==> src/hw/rtl/hsai_pkg.sv <==
// hsai_pkg: shared types, constants and helper functions of the hall sensor angle interpolator
// depends on nothing; used by hsai_ctrl, hsai_dpath and the top level
package hsai_pkg;

  // field widths fixed by the interface
  localparam int unsigned PERIOD_W   = 16;
  localparam int unsigned CODE_W     = 3;
  localparam int unsigned ANGLE_W    = 16;
  localparam int unsigned STEP_W     = 16;
  localparam int unsigned SPEED_W    = 26;
  localparam int unsigned INC_W      = 24;
  localparam int unsigned OFFSET_W   = 16;
  localparam int unsigned CFG_IDX_W  = 2;
  localparam int unsigned CFG_DATA_W = 26;

  localparam int unsigned ANGLE_BITS_DEF = 16;

  // divider runs one quotient bit per cycle over the widest dividend
  localparam int unsigned DIV_STEPS = SPEED_W;
  localparam int unsigned CNT_W     = $clog2(DIV_STEPS);

  // register reset values
  localparam logic [INC_W-1:0]    INC_SCALE_RST = 24'd10922667;
  localparam logic [SPEED_W-1:0]  SPD_SCALE_RST = 26'd50000000;
  localparam logic [OFFSET_W-1:0] PHASE_OFS_RST = 16'd40050;

  // register indexes
  localparam logic [CFG_IDX_W-1:0] REG_INC_SCALE = 2'd0;
  localparam logic [CFG_IDX_W-1:0] REG_SPD_SCALE = 2'd1;
  localparam logic [CFG_IDX_W-1:0] REG_PHASE_OFS = 2'd2;

  // command codes
  localparam logic CMD_CAPTURE = 1'b0;
  localparam logic CMD_TICK    = 1'b1;

  // hall codes in sector order
  localparam logic [CODE_W-1:0] HALL_S0 = 3'b101;
  localparam logic [CODE_W-1:0] HALL_S1 = 3'b100;
  localparam logic [CODE_W-1:0] HALL_S2 = 3'b110;
  localparam logic [CODE_W-1:0] HALL_S3 = 3'b010;
  localparam logic [CODE_W-1:0] HALL_S4 = 3'b011;
  localparam logic [CODE_W-1:0] HALL_S5 = 3'b001;

  typedef enum logic [1:0] {
    ST_IDLE,
    ST_DIV,
    ST_FINISH
  } hsai_state_t;

  // controller to datapath
  typedef struct packed {
    logic load;
    logic div_step;
    logic commit;
  } hsai_cmd_t;

  // datapath to controller
  typedef struct packed {
    logic is_tick;
    logic period_zero;
  } hsai_stat_t;

  typedef struct packed {
    logic       valid;
    logic [2:0] idx;
  } hsai_sector_t;

  function automatic hsai_sector_t sector_of(input logic [CODE_W-1:0] code);
    hsai_sector_t s;
    s.valid = 1'b1;
    case (code)
      HALL_S0: s.idx = 3'd0;
      HALL_S1: s.idx = 3'd1;
      HALL_S2: s.idx = 3'd2;
      HALL_S3: s.idx = 3'd3;
      HALL_S4: s.idx = 3'd4;
      HALL_S5: s.idx = 3'd5;
      default: begin
        s.valid = 1'b0;
        s.idx   = 3'd0;
      end
    endcase
    return s;
  endfunction

  // rounded sector start angle, evaluated on constants only
  function automatic logic [31:0] sector_angle(input int unsigned k, input int unsigned bits);
    longint unsigned t;
    t = (longint'(k) << bits) + 64'd3;
    return 32'(t / 6);
  endfunction

endpackage

==> src/hw/rtl/hall_sensor_angle_interpolator.sv <==
// hall_sensor_angle_interpolator: top level, rotor angle tracking from three hall sensors
// depends on hsai_pkg, hsai_ctrl and hsai_dpath
//
//  channel | direction | handshake          | payload
//  --------+-----------+--------------------+----------------------------------------------
//  in_     | input     | in_valid/in_stall  | in_command, in_edge_period, in_hall_code
//  out_    | output    | out_valid/out_stall| out_rotor_angle, out_rotor_speed
//  cfg_    | input     | cfg_valid/cfg_ready| cfg_index, cfg_wdata
//
// a control tick, like a capture with zero period, skips the divider and goes straight to commit
// a capture with non-zero period runs the divider before commit: the shared radix-2 divider
//   produces one quotient bit per cycle for both quotients over 26 steps
// one item in flight at a time; in_stall is high from transfer until commit
// a finished result waits in the output register while the next item is taken,
//   commit holds back only while that register is full and stalled
// rst_n is synchronous; registers return to their reset values, angle state to zero
module hall_sensor_angle_interpolator #(
  parameter int unsigned ANGLE_BITS = hsai_pkg::ANGLE_BITS_DEF
) (
  input  logic                            clk,
  input  logic                            rst_n,
  // input channel
  input  logic                            in_valid,
  output logic                            in_stall,
  input  logic                            in_command,
  input  logic [hsai_pkg::PERIOD_W-1:0]   in_edge_period,
  input  logic [hsai_pkg::CODE_W-1:0]     in_hall_code,
  // result channel
  output logic                            out_valid,
  input  logic                            out_stall,
  output logic [hsai_pkg::ANGLE_W-1:0]    out_rotor_angle,
  output logic [hsai_pkg::SPEED_W-1:0]    out_rotor_speed,
  // settings write port
  input  logic                            cfg_valid,
  output logic                            cfg_ready,
  input  logic [hsai_pkg::CFG_IDX_W-1:0]  cfg_index,
  input  logic [hsai_pkg::CFG_DATA_W-1:0] cfg_wdata
);

  hsai_pkg::hsai_cmd_t  cmd;
  hsai_pkg::hsai_stat_t stat;
  logic                 cfg_we;

  // settings are always writable; writes must come only while idle, which the block does not enforce
  assign cfg_ready = 1'b1;
  assign cfg_we    = cfg_valid && cfg_ready;

  // sequencer: accept, divide, commit
  hsai_ctrl u_ctrl (
    .clk       (clk),
    .rst_n     (rst_n),
    .in_valid  (in_valid),
    .in_stall  (in_stall),
    .out_valid (out_valid),
    .out_stall (out_stall),
    .stat      (stat),
    .cmd       (cmd)
  );

  // datapath: settings, divider, angle state, result register
  hsai_dpath #(
    .ANGLE_BITS (ANGLE_BITS)
  ) u_dpath (
    .clk            (clk),
    .rst_n          (rst_n),
    .cfg_we         (cfg_we),
    .cfg_index      (cfg_index),
    .cfg_wdata      (cfg_wdata),
    .in_command     (in_command),
    .in_edge_period (in_edge_period),
    .in_hall_code   (in_hall_code),
    .cmd            (cmd),
    .stat           (stat),
    .rotor_angle    (out_rotor_angle),
    .rotor_speed    (out_rotor_speed)
  );

endmodule

==> src/hw/rtl/hsai_ctrl.sv <==
// hsai_ctrl: sequencer of the hall sensor angle interpolator (accept, divide, commit)
// depends on hsai_pkg; drives hsai_dpath through hsai_cmd_t
module hsai_ctrl (
  input  logic                clk,
  input  logic                rst_n,
  input  logic                in_valid,
  output logic                in_stall,
  output logic                out_valid,
  input  logic                out_stall,
  input  hsai_pkg::hsai_stat_t stat,
  output hsai_pkg::hsai_cmd_t  cmd
);

  hsai_pkg::hsai_state_t          state_r, state_nxt;
  logic [hsai_pkg::CNT_W-1:0]     cnt_r, cnt_nxt;
  logic                           out_valid_r, out_valid_nxt;
  logic                           can_commit;
  logic                           in_xfer;

  assign in_xfer    = in_valid && (state_r == hsai_pkg::ST_IDLE);
  assign can_commit = !out_valid_r || !out_stall;
  assign in_stall   = (state_r != hsai_pkg::ST_IDLE);
  assign out_valid  = out_valid_r;

  always_ff @(posedge clk) begin
    if (!rst_n) begin
      state_r     <= hsai_pkg::ST_IDLE;
      cnt_r       <= '0;
      out_valid_r <= 1'b0;
    end else begin
      state_r     <= state_nxt;
      cnt_r       <= cnt_nxt;
      out_valid_r <= out_valid_nxt;
    end
  end

  always_comb begin
    state_nxt     = state_r;
    cnt_nxt       = cnt_r;
    cmd           = '0;
    out_valid_nxt = out_valid_r && out_stall;
    case (state_r)
      hsai_pkg::ST_IDLE: begin
        if (in_xfer) begin
          cmd.load = 1'b1;
          cnt_nxt  = '0;
          if (!stat.is_tick && !stat.period_zero) begin
            state_nxt = hsai_pkg::ST_DIV;
          end else begin
            state_nxt = hsai_pkg::ST_FINISH;
          end
        end
      end
      hsai_pkg::ST_DIV: begin
        cmd.div_step = 1'b1;
        if (cnt_r == hsai_pkg::CNT_W'(hsai_pkg::DIV_STEPS - 1)) begin
          state_nxt = hsai_pkg::ST_FINISH;
        end else begin
          cnt_nxt = cnt_r + 1'b1;
        end
      end
      hsai_pkg::ST_FINISH: begin
        if (can_commit) begin
          cmd.commit    = 1'b1;
          out_valid_nxt = 1'b1;
          state_nxt     = hsai_pkg::ST_IDLE;
        end
      end
      default: begin
        state_nxt = hsai_pkg::ST_IDLE;
      end
    endcase
  end

`ifndef NO_ASSERTIONS
  a_commit_free: assert property (@(posedge clk) disable iff (!rst_n)
    cmd.commit |-> (!out_valid_r || !out_stall))
    else $error("commit while a result is still held");

  a_commit_shows: assert property (@(posedge clk) disable iff (!rst_n)
    cmd.commit |=> out_valid_r)
    else $error("committed result not presented");

  a_cnt_bound: assert property (@(posedge clk) disable iff (!rst_n)
    (state_r == hsai_pkg::ST_DIV) |-> (cnt_r < hsai_pkg::CNT_W'(hsai_pkg::DIV_STEPS)))
    else $error("divider count out of range");

  a_load_busy: assert property (@(posedge clk) disable iff (!rst_n)
    cmd.load |=> in_stall)
    else $error("input taken while item in flight");
`endif

endmodule

==> src/hw/rtl/hsai_dpath.sv <==
// hsai_dpath: settings, two-lane radix-2 divider, angle state and result register
// depends on hsai_pkg; sequenced by hsai_ctrl
module hsai_dpath #(
  parameter int unsigned ANGLE_BITS = hsai_pkg::ANGLE_BITS_DEF
) (
  input  logic                               clk,
  input  logic                               rst_n,
  input  logic                               cfg_we,
  input  logic [hsai_pkg::CFG_IDX_W-1:0]     cfg_index,
  input  logic [hsai_pkg::CFG_DATA_W-1:0]    cfg_wdata,
  input  logic                               in_command,
  input  logic [hsai_pkg::PERIOD_W-1:0]      in_edge_period,
  input  logic [hsai_pkg::CODE_W-1:0]        in_hall_code,
  input  hsai_pkg::hsai_cmd_t                cmd,
  output hsai_pkg::hsai_stat_t               stat,
  output logic [hsai_pkg::ANGLE_W-1:0]       rotor_angle,
  output logic [hsai_pkg::SPEED_W-1:0]       rotor_speed
);

  localparam int unsigned QW = hsai_pkg::SPEED_W;

  logic [hsai_pkg::INC_W-1:0]    inc_scale_r;
  logic [hsai_pkg::SPEED_W-1:0]  spd_scale_r;
  logic [hsai_pkg::OFFSET_W-1:0] phase_ofs_r;

  logic                          cmd_r;
  logic [hsai_pkg::PERIOD_W-1:0] period_r;
  logic [hsai_pkg::CODE_W-1:0]   code_r;

  logic [QW-1:0]                 q_inc_r, q_inc_nxt, q_spd_r, q_spd_nxt;
  logic [hsai_pkg::PERIOD_W-1:0] r_inc_r, r_inc_nxt, r_spd_r, r_spd_nxt;
  logic [hsai_pkg::PERIOD_W:0]   t_inc, t_spd, dvs;

  logic [ANGLE_BITS-1:0]         angle_r, angle_nxt;
  logic [hsai_pkg::STEP_W-1:0]   step_r, step_nxt;
  logic [hsai_pkg::SPEED_W-1:0]  speed_r, speed_nxt;
  logic [hsai_pkg::ANGLE_W-1:0]  rotor_angle_r;
  logic [hsai_pkg::SPEED_W-1:0]  rotor_speed_r;

  hsai_pkg::hsai_sector_t        sec;
  logic [ANGLE_BITS-1:0]         sec_ang;

  assign stat.is_tick     = (in_command == hsai_pkg::CMD_TICK);
  assign stat.period_zero = (in_edge_period == '0);

  // settings
  always_ff @(posedge clk) begin
    if (!rst_n) begin
      inc_scale_r <= hsai_pkg::INC_SCALE_RST;
      spd_scale_r <= hsai_pkg::SPD_SCALE_RST;
      phase_ofs_r <= hsai_pkg::PHASE_OFS_RST;
    end else if (cfg_we) begin
      case (cfg_index)
        hsai_pkg::REG_INC_SCALE: inc_scale_r <= cfg_wdata[hsai_pkg::INC_W-1:0];
        hsai_pkg::REG_SPD_SCALE: spd_scale_r <= cfg_wdata;
        hsai_pkg::REG_PHASE_OFS: phase_ofs_r <= cfg_wdata[hsai_pkg::OFFSET_W-1:0];
        default: ;
      endcase
    end
  end

  // divider: shift one dividend bit into each partial remainder per step
  assign dvs   = {1'b0, period_r};
  assign t_inc = {r_inc_r, q_inc_r[QW-1]};
  assign t_spd = {r_spd_r, q_spd_r[QW-1]};

  always_comb begin
    q_inc_nxt = q_inc_r;
    q_spd_nxt = q_spd_r;
    r_inc_nxt = r_inc_r;
    r_spd_nxt = r_spd_r;
    if (cmd.load) begin
      q_inc_nxt = QW'(inc_scale_r);
      q_spd_nxt = spd_scale_r;
      r_inc_nxt = '0;
      r_spd_nxt = '0;
    end else if (cmd.div_step) begin
      if (t_inc >= dvs) begin
        r_inc_nxt = hsai_pkg::PERIOD_W'(t_inc - dvs);
        q_inc_nxt = {q_inc_r[QW-2:0], 1'b1};
      end else begin
        r_inc_nxt = t_inc[hsai_pkg::PERIOD_W-1:0];
        q_inc_nxt = {q_inc_r[QW-2:0], 1'b0};
      end
      if (t_spd >= dvs) begin
        r_spd_nxt = hsai_pkg::PERIOD_W'(t_spd - dvs);
        q_spd_nxt = {q_spd_r[QW-2:0], 1'b1};
      end else begin
        r_spd_nxt = t_spd[hsai_pkg::PERIOD_W-1:0];
        q_spd_nxt = {q_spd_r[QW-2:0], 1'b0};
      end
    end
  end

  always_ff @(posedge clk) begin
    q_inc_r <= q_inc_nxt;
    q_spd_r <= q_spd_nxt;
    r_inc_r <= r_inc_nxt;
    r_spd_r <= r_spd_nxt;
    if (cmd.load) begin
      cmd_r    <= in_command;
      period_r <= in_edge_period;
      code_r   <= in_hall_code;
    end
  end

  // sector start angles are elaboration constants
  assign sec = hsai_pkg::sector_of(code_r);
  always_comb begin
    case (sec.idx)
      3'd0:    sec_ang = ANGLE_BITS'(hsai_pkg::sector_angle(0, ANGLE_BITS));
      3'd1:    sec_ang = ANGLE_BITS'(hsai_pkg::sector_angle(1, ANGLE_BITS));
      3'd2:    sec_ang = ANGLE_BITS'(hsai_pkg::sector_angle(2, ANGLE_BITS));
      3'd3:    sec_ang = ANGLE_BITS'(hsai_pkg::sector_angle(3, ANGLE_BITS));
      3'd4:    sec_ang = ANGLE_BITS'(hsai_pkg::sector_angle(4, ANGLE_BITS));
      3'd5:    sec_ang = ANGLE_BITS'(hsai_pkg::sector_angle(5, ANGLE_BITS));
      default: sec_ang = '0;
    endcase
  end

  always_comb begin
    angle_nxt = angle_r;
    step_nxt  = step_r;
    speed_nxt = speed_r;
    if (cmd_r == hsai_pkg::CMD_TICK) begin
      angle_nxt = angle_r + ANGLE_BITS'(step_r);
    end else begin
      if (period_r != '0) begin
        step_nxt  = (q_inc_r[QW-1:hsai_pkg::STEP_W] != '0) ? '1
                                                           : q_inc_r[hsai_pkg::STEP_W-1:0];
        speed_nxt = q_spd_r;
      end
      if (sec.valid) begin
        angle_nxt = sec_ang + ANGLE_BITS'(phase_ofs_r);
      end
    end
  end

  always_ff @(posedge clk) begin
    if (!rst_n) begin
      angle_r <= '0;
      step_r  <= '0;
      speed_r <= '0;
    end else if (cmd.commit) begin
      angle_r <= angle_nxt;
      step_r  <= step_nxt;
      speed_r <= speed_nxt;
    end
  end

  // result register, loaded on commit only
  always_ff @(posedge clk) begin
    if (cmd.commit) begin
      rotor_angle_r <= hsai_pkg::ANGLE_W'(angle_nxt);
      rotor_speed_r <= speed_nxt;
    end
  end

  assign rotor_angle = rotor_angle_r;
  assign rotor_speed = rotor_speed_r;

endmodule

==> config.mk <==
export PLATFORM = sky130hd
export DESIGN_NAME = hall_sensor_angle_interpolator
export DESIGN_NICKNAME = d
export VERILOG_FILES = /design/src/hw/rtl/hsai_pkg.sv /design/src/hw/rtl/hall_sensor_angle_interpolator.sv /design/src/hw/rtl/hsai_ctrl.sv /design/src/hw/rtl/hsai_dpath.sv
export SDC_FILE = /design/constraint.sdc
export NUM_CORES = 1
export LEC_CHECK = 0
export ABC_AREA = 1
export BUFFER_PORTS_ARGS = -buffer_cell sky130_fd_sc_hd__buf_4
export CORE_UTILIZATION = 40
export CTS_CLUSTER_SIZE = 12
export DETAILED_ROUTE_END_ITERATION = 6
export PLACE_DENSITY_LB_ADDON = 0.08
export SLEW_MARGIN = 30
export SYNTH_ARGS = -nofsm -noshare
export SYNTH_HDL_FRONTEND = slang
export SYNTH_SLANG_ARGS = --single-unit
==> constraint.sdc <==
create_clock -name clk -period 7.49 [get_ports clk]
set_input_delay 0.3745 -clock clk [delete_from_list [all_inputs] [get_ports clk]]
set_output_delay 0.3745 -clock clk [all_outputs]
set_load 0.01 [all_outputs]
## Yosys cells after proc, flatten, opt, wreduce, memory -nomap -nowiden

Cells that the tools add are included.

- Bits in latches: 0
- Memories kept: 0
- Memory bits (writable): 0
- Bits in read-only memories: 0
- Input port bits: 53
- Word-level logic and storage cells: 101
- Bits in registers: 278

- Div/mod/pow operators: 0
- Shift-type cells: 0
- Reduce and logical (&&, ||, !) cells: 23
- Multiply operators: 0
- Muxes and demuxes: 31
- Eq/ne operators: 20
- Order comparisons: 2
- Add/subtract/negate cells: 5
- Bitwise logic cells: 1

Operators with widths:

| operator | count |
|---|---|
| 2-to-1 mux 26 bit | 4 |
| 2-to-1 mux 16 bit | 5 |
| case mux 16 bit (5 select lines) | 1 |
| 2-to-1 mux 24 bit | 2 |
| greater-or-equal comparator 17 x 16 -> 1 bit | 2 |
| adder 16 bit | 2 |
| subtractor 16 bit | 2 |
| zero test 16 bit | 1 |
| nonzero test 16 bit | 1 |
| == test 3 bit, second input constant | 5 |
| case mux 3 bit (5 select lines) | 1 |
| == test 3 x 2 -> 1 bit, second input constant | 4 |
| 2-to-1 mux 1 bit | 10 |
| 2-to-1 mux 5 bit | 2 |
| case mux 5 bit (2 select lines) | 1 |
| nonzero test 10 bit | 1 |
| AND reduction 3 bit | 3 |
| 2-to-1 mux 2 bit | 4 |
| == test 3 x 1 -> 1 bit, second input constant | 2 |
| != test 2 x 1 -> 1 bit, second input constant | 3 |
| case mux 2 bit (3 select lines) | 1 |
| AND reduction 2 bit | 3 |
| nonzero test 2 bit | 3 |
| OR reduction 6 bit | 1 |
| other kinds (10) | 18 |

## Logic depth before layout (Yosys ltp)

Gate-level depths: netlist of the first run.

- Depth after elaboration: 7
- Gate-level depth with buffers: 19
- Mapped depth without buffers: 19

## Hierarchy

From an unflattened synthesis of the first run, not the netlist that was laid out.

- Cells, all modules: 1925
- Area total of the unflattened synthesis: 14592.7 um2

Modules (own cells, without submodules):

| module | sequential area each (um2) | area each (um2) | times used | cells an instance |
|---|---|---|---|---|
| hsai_dpath | 6526.3 | 14094.8 | 1 | 1850 |
| hsai_ctrl | 160.2 | 486.7 | 1 | 73 |
| hall_sensor_angle_interpolator | 0.0 | 11.3 | 1 | 2 |

## Worst setup path after synthesis of the first run

No wires, ideal clock.

- Path kind: register to register
- Start: reg u_ctrl.state_r[0]
- End: reg u_dpath.rotor_angle_r (netlist bit u_dpath.rotor_angle[0]), enable pin
- Period minus slack after synthesis: 2485 ps
- Data required time: 7067 ps
- Setup slack: 5005 ps
- Cell stages (with the launch flop): 5
- Data arrival time: 2062 ps
- Cell sequence: dfxtp_1 > inv_1 > nand2_1 > a21oi_4 > clkbuf_1

RTL lines:

| what | RTL line | text |
|---|---|---|
| start: declaration | hsai_ctrl.sv:14 | `hsai_pkg::hsai_state_t state_r, state_nxt;` |
| start signal: assignment | hsai_ctrl.sv:27 | `state_r <= hsai_pkg::ST_IDLE;` |
| start signal: assignment | hsai_ctrl.sv:31 | `state_r <= state_nxt;` |
| end signal: assignment | hsai_dpath.sv:154 | `rotor_angle_r <= hsai_pkg::ANGLE_W'(angle_nxt);` |
| end: declaration | hsai_dpath.sv:37 | `logic [hsai_pkg::ANGLE_W-1:0] rotor_angle_r;` |

## Final worst setup path of the first run

- Start: reg u_ctrl.state_r[1]
- End: reg u_ctrl.cnt_r[4] (netlist name)

- Word-level cells in the longest chain between the ends: 4
- Elaborated cells between the ends (all ways): 8
- Classes of those cells: eq/ne: 3; mux: 1; reduce/logical: 4

RTL lines:

| what | RTL line | text |
|---|---|---|
| zero test 2 bit | hsai_ctrl.sv:20, hsai_ctrl.sv:42 |  |
| logical AND 1 bit | hsai_ctrl.sv:20 | `assign in_xfer = in_valid && (state_r == hsai_pkg::ST_IDLE);` |
| != test 2 x 1 -> 1 bit (no source line) | n/a |  |
| AND reduction 3 bit (no source line) | n/a |  |
| end signal: assignment | hsai_ctrl.sv:32 | `cnt_r <= cnt_nxt;` |
| end: declaration | hsai_ctrl.sv:15 | `logic [hsai_pkg::CNT_W-1:0] cnt_r, cnt_nxt;` |

Several ways; a longest one is shown, not always the timed one.
A chain may end at the register's enable or synchronous reset.

==> results.yml, run 1 <==
run_status:
  status: "finished, final reports clean"
timing:
  worstMarginPinSlew_ps: 914.6
  setup_viol: 0
  hold_slack_ps: 19.78
  period_minus_slack_ps: 3319
  slew_violations: 0
  rsz0062_at_grt: "no"
  slew_headroom: 0.3902
  period_share: 0.4431
  timing.fmax_mhz: 301.3
  tns_ps: 0
  finalHoldViolCount: 0
  skew_ps: 10.72
layout:
  drive_gt1_frac: 0.1123
  layout_common_cells: "nand2_1 (563), nor2_1 (196), inv_1 (177)"
  fillCellCount: 3669
  diodes: 0
  final_common_cell: "nand2_1"
  nets: 2136
  final_util: 0.4702
  area_growth_pct: 16.08
cts:
  cts_resized: 0
  h-tree-depth: 1
  clk_pin_slew_ps: 60
  clock_latency_ps: 590
  cts_root_buf: "clkbuf_16"
  cts.sinks: 278
  cts_tree: "done"
  cts_setup_buffers: 0
  numCtsBuffers: 31
  cts_buffer_depth: 3
synth:
  async_flop_share: 0
  synth_area_um2: 14790
  yosysTopAreaCell: "edfxtp_1"
  ys_seq_area_frac: 0.4520
  ys_warn_count: 0
  syn_avg_cell_area_um2: 7.701
  synth.distinct_cells: 44
  synthDominantCellAreaShare: 0.2274
  synth_edf_count: 112
  ys_ff_latch: 278
  synthFlopType: "dfxtp_1"
  synth_area_leaders: "edfxtp_1 (23%), dfxtp_1 (22%), nand2_1 (14%)"
  syn-instance-count: 1921
  synth_nets: 2042
drt:
  initialDrtViolationCount: 625
  vias: 12550
  first_pass_iters: 6
  viasPerCell: 5.004
  drc_errors: 0
  ant_nets: 0
  wl_per_cell_um: 15.86
  routed_wl_um: 39790
pwr:
  ir_worst_vdd_mv: 0.2052
  leakage_nw: 7.960
  power_density_nw_per_um2: 310.8
  p_total_w: 0.005337
die:
  die_w_um: 194.3
  dieHeight_um: 194.3
  core_area_um2: 36520
  start_util: 0.4050
  rows: 70
  ios: 98
  design.die.area_um2: 37750
worst_setup_path:
  required_ps: 7980
  critPathLaunch: "u_ctrl.state_r[1]"
  crit_type: "flop to flop"
  cp_max_fo: 71
  critPathLaunchType: "flop"
  cp.arrival_ps: 3810
  timing.rr.start: "u_ctrl.state_r[1]"
  end_kind: "flop"
global_routing:
  antenna_found_initial: 0
  grt_pass1_wl_um: 64800
  grt_start_max_net_pins: 110
  grtUsageTotal: 0.2130
  grt_pass1_vias: 12220
  grt-ovfl-total: 0
placed_design:
  gp_congestion: 0.8673
  portBuffers: 96
  dp_hpwl_um: 27690
hold_path:
  hp-start: "cfg_wdata[23]"
  holdCritPathClass: "input port to flop"
flow_run:
  drv_cap: 0
==> metal layers <==
layer	GRT usage	vias to the layer above	wire length [um]
li1	-	6465	-
met1	0.2803	5808	18760
met2	0.3709	217	18750
met3	0.02638	59	1383
met4	0.05056	0	895
met5	0	-	0
==> logic make-up (layout without fill, tap and decap cells) <==
| group | count (synthesis) | after routing | share of synthesized area |
|---|---|---|---|
| XOR/XNOR | 27 | 27 | 0.01599 |
| adder cells (fa/ha/maj) | 68 | 68 | 0.05955 |
| flip-flops | 278 | 278 | 0.4520 |
| buffers and inverters | 250 | 369 | 0.06969 |
| AND/OR/NAND/NOR | 1038 | 1038 | 0.3083 |
| other | 1 | 1 | 0.0002535 |
| AO/OA/AOI/OAI | 259 | 259 | 0.09422 |
==> metrics by stage <==
stage,setup WS [ps],cell area [um2],cells
floorplan,5005,14790,1921
global placement,4527,15840,2426
detailed placement,4467,15840,2426
CTS,4424,17160,2508
global route,3760,17170,2508
finish,4171,17170,2508
==> layout make-up <==
class / instances / area [um2] / share of cell area
clock buffers: 48 / 910.9 / 0.05305
clock inverters: 10 / 168.9 / 0.009837
repair buffers: 129 / 1032 / 0.06011
inverters: 182 / 686.9 / 0.04000
flip-flops and latches: 278 / 6686 / 0.3894
multi-input cells: 1393 / 7101 / 0.4135
well taps: 468 / 585.6 / 0.03410
==> flip-flops by register name, indices dropped and copies added, names as in the netlist, 3 cells and up <==
register and flops:
u_dpath.q_inc_r 26, u_dpath.q_spd_r 26, u_dpath.rotor_speed 26, u_dpath.spd_scale_r 26, u_dpath.speed_r 26, u_dpath.inc_scale_r 24, u_dpath.angle_r 16, u_dpath.period_r 16
u_dpath.phase_ofs_r 16, u_dpath.r_inc_r 16, u_dpath.r_spd_r 16, u_dpath.rotor_angle 16, u_dpath.step_r 16, u_ctrl.cnt_r 5, u_dpath.code_r 3
==> synth_stat cells, types with 11 or more instances <==
cell,number
buf_2,16
xor2_1,11
a21oi_1,115
nand2_1,564
nor2_1,197
nand3_2,19
nand2_2,29
o21ai_0,123
clkbuf_1,40
nand3_1,124
dfxtp_1,166
inv_1,178
xnor2_1,16
nand3b_1,40
edfxtp_1,112
ha_1,64
nor3_1,29
==> critical path, cell delays in order, from the launching register on <==
cell	delay [ps]
dfxtp_1	350
nor2_1	210
inv_2	80
nor2_4	70
buf_4	660
clkinv_2	930
nand2_1	420
nand3_1	130
nor2_1	140
xnor2_1	130
nor2_1	50
==> where the power goes <==
part / switching [W] / internal, W
registers: 0.000154 / 0.00185
logic: 0.00110 / 0.000616
clock network: 0.000637 / 0.000974
total: 0.00189 / 0.00344
==> timing repair <==
action | 4_1_cts | 5_1_grt
endpoints found under the setup margin | 0 | 0
hold buffers | 24 | 0
endpoints found under the hold margin | 24 | 0
==> worst paths after layout <==
kind | to | slack [ps] | cells past startpoint
max reg2reg | u_ctrl.cnt_r[4] | 4170 | 10
max | u_ctrl.cnt_r[4] | 4170 | 10
min | u_dpath.spd_scale_r[23] | 20 | 3
min reg2reg | u_dpath.speed_r[22] | 450 | 2
No activity file was read; power rests on OpenSTA's default activity.
==> inputs of run 2 (changes only) <==
clock period = 2.92 ns   (was 7.49 ns; I/O delays follow)
==> run 2 against run 1 <==
First-iteration DRC count down 4.8%. Non-clock buffer count up 44. Setup slack worse by 3800 ps. Power rose to 2.6 times the previous value. Die area unchanged. Clock skew up 5.0 ps. Largest power group unchanged.
==> results.yml, run 2 (same netlist as run 1, synthesis figures left out) <==
layout:
  nets: 2183
  multi_input_area_um2: 7096
  drive_gt1_frac: 0.1193
  register_area_um2: 6686
  diodes: 0
  fillCellCount: 3642
  layout_common_cells: "nand2_1 (563), nor2_1 (196), inv_1 (176)"
  area_growth_pct: 18.94
  final_common_cell: "nand2_1"
global_routing:
  grt_pass1_wl_um: 65170
  antenna_found_initial: 0
  grt_start_max_net_pins: 70
  grt_pass1_vias: 12370
  grtUsageTotal: 0.2161
  grt-ovfl-total: 0
pwr:
  power_frac_clock: 0.297
  leakage_nw: 8.162
  switchingPower_w: 0.004938
  seqPwrFrac: 0.375
  swShare: 0.3594
  p_comb_frac: 0.328
  power_density_nw_per_um2: 780.8
  ir_worst_vdd_mv: 0.3926
  power.internal_w: 0.008800
timing:
  period_share: 0.8558
  timing.fmax_mhz: 400.1
  setup_viol: 0
  worstMarginPinSlew_ps: 936.6
  rsz0062_at_grt: "no"
  finalHoldViolCount: 0
  slew_violations: 0
  tns_ps: 0
  period_minus_slack_ps: 2499
  hold_slack_ps: 93.41
  skew_ps: 15.73
  slew_headroom: 0.3718
cts:
  clk_pin_slew_ps: 60
  clock_latency_ps: 550
  numCtsBuffers: 34
  h-tree-depth: 2
  cts_root_buf: "clkbuf_16"
  cts_buffer_depth: 3
  cts.sinks: 278
  cts_tree: "done"
worst_setup_path:
  critPathLaunchType: "flop"
  cp.arrival_ps: 2980
  end_kind: "flop"
  required_ps: 3400
  cp_max_fo: 8
  crit_type: "flop to flop"
die:
  start_util: 0.4050
  design.die.area_um2: 37750
  core_area_um2: 36520
  rows: 70
  ios: 98
  die_w_um: 194.3
  dieHeight_um: 194.3
placed_design:
  portBuffers: 96
  dp_hpwl_um: 28200
  gp_congestion: 0.9000
drt:
  viasPerCell: 4.979
  initialDrtViolationCount: 595
  routed_wl_um: 40000
  vias: 12730
  wl_per_cell_um: 15.65
  drc_errors: 0
  first_pass_iters: 7
  ant_nets: 0
hold_path:
  holdCritPathClass: "input port to flop"
run_status:
  status: "finished, final reports clean"
flow_run:
  drv_cap: 0
run 2: per-layer routing:
layer,share of wire,vias up,track usage
met5,0,-,0
met4,0.033,0,0.08818
met3,0.039,70,0.03366
met2,0.45,229,0.3501
met1,0.48,5861,0.2879
li1,-,6567,-
run 2: what timing repair did:
item | 4_1_cts | 5_1_grt
hold buffers | 52 | 0
hold endpoints to repair | 89 | 0
resized for setup | 0 | 0
setup buffers | 0 | 0
setup endpoints to repair | 0 | 0
run 2: critical path, cell delays in order, from the launching register on:
cell and delay, ps:
edfxtp_1 430, nor2_1 110, inv_1 60, nor2_1 80, inv_1 50, o21ai_0 60
buf_4 190, inv_1 70, fa_1 380, inv_1 110, nand3_1 80, nand3_1 140
a21oi_1 100, or2_2 270, nand3_1 70, nand2_1 70, nand3_1 70, nand2_1 50
inv_1 50
run 2: power by group through the flow:
stage	clock [W]	sequential [W]	combinational [W]
2_1_floorplan	0	0.00511	0.00346
3_3_place_gp	0	0.00522	0.00443
3_5_place_dp	0	0.00522	0.00444
4_1_cts	0.00422	0.00515	0.00453
5_1_grt	0.00436	0.00522	0.00512
6_report	0.00409	0.00515	0.00450
run 2: area by class of cell:
cell class	count	share of cell area
multi-input cells	1393	0.4033
clock inverters	14	0.008178
clock buffers	48	0.05305
well taps	468	0.03328
flip-flops and latches	278	0.3800
inverters	182	0.03883
repair buffers	173	0.08335
run 2: worst paths after layout:
check / startpoint / to / slack [ps] / depth (start not counted)
hold / removal: in_valid / u_ctrl.state_r[0] / 90 / 5
hold reg to reg: u_dpath.speed_r[25] / u_dpath.speed_r[25] / 450 / 2
setup reg to reg: u_dpath.code_r[0] / u_dpath.angle_r[8] / 420 / 18
setup / recovery: u_dpath.code_r[0] / u_dpath.angle_r[8] / 420 / 18
run 2: stage by stage:
stage | total power (W) | worst slack (ps) | util | instance area [um2] | instances
3_3_place_gp | 0.009647 | 440.6 | 0.4380 | 16000 | 2442
4_1_cts | 0.01390 | 417.6 | 0.4817 | 17590 | 2556
3_5_place_dp | 0.009667 | 431.5 | 0.4380 | 16000 | 2442
2_1_floorplan | 0.008572 | 434.9 | - | 14790 | 1921
6_report | 0.01374 | 420.9 | 0.4817 | 17590 | 2556
5_1_grt | 0.01471 | 93.40 | 0.4817 | 17590 | 2556
==> inputs of run 3 (changes only) <==
CORE_UTILIZATION = 55   (was 40)
SYNTH_HIERARCHICAL = 1   (was unset)
==> run 3 against run 2 <==
Combinational power decreased by 62%. Critical path depth decreased by 3. First-iteration DRC count increased by 82%. Non-clock buffer count decreased by 2. Routed wire length decreased by 0.60%. Utilization increased by 17 points. Sequential share of layout area increased by 1.2 points. Largest power group unchanged. Flip-flop and latch count unchanged. Clock skew increased by 3.4 ps. Sequential power decreased by 10%.
==> results.yml, run 3 <==
run_status:
  status: "finished, final reports clean"
drt:
  wl_per_cell_um: 16.46
  vias: 13130
  wl_met3_um: 2696
  wl_met1_um: 18450
  top_layer: "met4"
  initialDrtViolationCount: 1081
  routed_wl_um: 39750
  viasPerCell: 5.439
  first_pass_iters: 7
  drc_errors: 0
  ant_nets: 0
  met2_length_um: 17860
cts:
  cts_buffer_depth: 3
  clk_pin_slew_ps: 60
  numCtsBuffers: 30
  cts.sinks: 278
  cts_tree: "done"
  clock_latency_ps: 560
  cts_root_buf: "clkbuf_16"
  h-tree-depth: 1
  cts_resized: 0
timing:
  period_minus_slack_ps: 2644
  rsz0062_at_grt: "no"
  period_share: 0.9056
  finalHoldViolCount: 0
  worstMarginPinSlew_ps: 912.6
  setup_viol: 0
  tns_ps: 0
  skew_ps: 19.14
  timing.fmax_mhz: 378.2
  slew_headroom: 0.3909
  slew_violations: 0
global_routing:
  grt_pass1_vias: 12290
  antenna_found_initial: 0
  grt-ovfl-total: 0
  grt_start_max_net_pins: 94
  grtUsageTotal: 0.2974
  grt_pass1_wl_um: 63190
pwr:
  ir_worst_vdd_mv: 0.4897
  p_comb_frac: 0.169
  power_frac_clock: 0.367
  leakage_nw: 8.030
  swShare: 0.2845
  switchingPower_w: 0.002834
  power.internal_w: 0.007129
  power_density_nw_per_um2: 583.6
  seqPwrFrac: 0.464
synth:
  ys_warn_count: 6
  synth.distinct_cells: 42
  synth_edf_count: 112
  syn_avg_cell_area_um2: 7.581
  synthFlopType: "dfxtp_1"
  yosysTopAreaCell: "edfxtp_1"
  ys_ff_latch: 278
  async_flop_share: 0
  syn-instance-count: 1925
  synth_area_um2: 14590
  synthMostInstantiatedCell: "nand2_1"
  synthDominantCellAreaShare: 0.2305
  ys_seq_area_frac: 0.4582
  synth_nets: 2046
  synth_area_leaders: "edfxtp_1 (23%), dfxtp_1 (23%), nand2_1 (15%)"
  synth_commonest_cells: "nand2_1 (582), nor2_1 (186), inv_1 (183)"
die:
  ios: 98
  dieHeight_um: 164.9
  core_area_um2: 26060
  rows: 59
  design.die.area_um2: 27190
  die_w_um: 164.9
  start_util: 0.5600
worst_setup_path:
  worst_r2r_path_depth: 15
  rrSetupSlack_ps: 280
  critPathLaunchType: "flop"
  end_kind: "flop"
  required_ps: 3230
  critPathLaunch: "u_dpath/code_r[0]"
  rr_endpoint: "u_dpath/rotor_angle[14]"
  crit_type: "flop to flop"
  cp.arrival_ps: 2960
  timing.rr.start: "u_dpath/code_r[0]"
  cp_max_fo: 5
hold_path:
  hold_depth: 5
  hold_path_end: "u_dpath/inc_scale_r[17]"
  hp-start: "cfg_index[0]"
  holdCritPathClass: "input port to flop"
layout:
  area_growth_pct: 16.98
  drive_gt1_frac: 0.09760
  nets: 2178
  layout_common_cells: "nand2_1 (582), nor2_1 (184), inv_1 (181)"
  diodes: 0
  final_common_cell: "nand2_1"
  finalNonFillerCells: 2415
placed_design:
  dp_hpwl_um: 27120
  gp_congestion: 0.9364
  portBuffers: 96
  dp.cells: 2309
flow_run:
  drv_cap: 0
==> run 3: cell count changes after synthesis, sizes merged, moves of 2 or more <==
cell / change
o21ai: +46
a21oi: -28
nor3: -20
nor2: -11
nand3: +9
inv: +8
nand3b: -5
clkbuf: +4
nor4: +3
nand2: +2
o21bai: -2
or2: -2
==> run 3: cells by family after synthesis <==
logic type,after synthesis,share of synthesized area
XOR/XNOR,27,0.01621
buffers and inverters,261,0.07177
AO/OA/AOI/OAI,274,0.09654
flip-flops,278,0.4582
other,1,0.0002570
adder cells (fa/ha/maj),68,0.06036
AND/OR/NAND/NOR,1016,0.2967
==> run 3: metrics by stage <==
| stage | total power [W] | cell area [um2] | setup slack, ps | hold slack [ps] | util |
|---|---|---|---|---|---|
| finish | 0.009963 | 17070 | 275.8 | 138.8 | 0.6551 |
| global route | 0.01038 | 17070 | 23.68 | 146.8 | 0.6551 |
| CTS | 0.009987 | 17070 | 326.2 | 123.5 | 0.6551 |
| detailed placement | 0.006304 | 15620 | 350.3 | 335.9 | 0.5994 |
| global placement | 0.006270 | 15620 | 399.7 | 335.5 | 0.5994 |
| floorplan | 0.005730 | 14600 | 92.74 | 244.9 | - |
==> run 3: timing repair <==
item / 4_1_cts / 5_1_grt
hold buffers: 51 / 0
setup endpoints to repair: 0 / 0
hold endpoints to repair: 92 / 0
buffers inserted: 0 / 0
==> run 3: power groups by stage <==
| stage | Sequential (W) | Clock, W | Combinational, W |
|---|---|---|---|
| after floorplan | 0.00466 | 0 | 0.00107 |
| after global placement | 0.00469 | 0 | 0.00158 |
| after detailed placement | 0.00470 | 0 | 0.00161 |
| after CTS | 0.00462 | 0.00370 | 0.00167 |
| after global routing | 0.00465 | 0.00384 | 0.00189 |
| final | 0.00462 | 0.00365 | 0.00169 |
==> run 3: layer usage <==
metal  GRT usage  vias to the layer above
met2      0.4794                      404
met4     0.06881                        0
met1      0.4240                     6135
li1            -                     6539
met5           0                        -
met3     0.03742                       56
==> run 3: worst max path at each step <==
stage | end
after global placement | u_dpath/angle_r[8]
after floorplan | u_dpath/step_r[11]
after detailed placement | u_dpath/rotor_angle[14]
after global routing | u_dpath/angle_r[15]
after CTS | u_dpath/rotor_angle[14]
final | u_dpath/rotor_angle[14]
==> run 3: cell type report <==
type	count	area, um2
fill	2293	8989
multi-input combinational	1386	6880
sequential	278	6686
timing repair buffer	171	1424
clock buffer	46	850.8
inverter	190	719.4
tap	335	419.2
clock inverter	9	90.09
==> run 3: critical path: stages, from the launching register on <==
cell	delay, ps
edfxtp_1	430
inv_1	120
nand2_1	80
a21oi_1	370
buf_4	230
ha_1	290
nand2_1	130
inv_1	50
nand2_1	70
nand2_1	70
a21oi_1	200
nand2_1	80
nand2_1	70
nand3_1	80
nand2_1	100
nand2_1	50
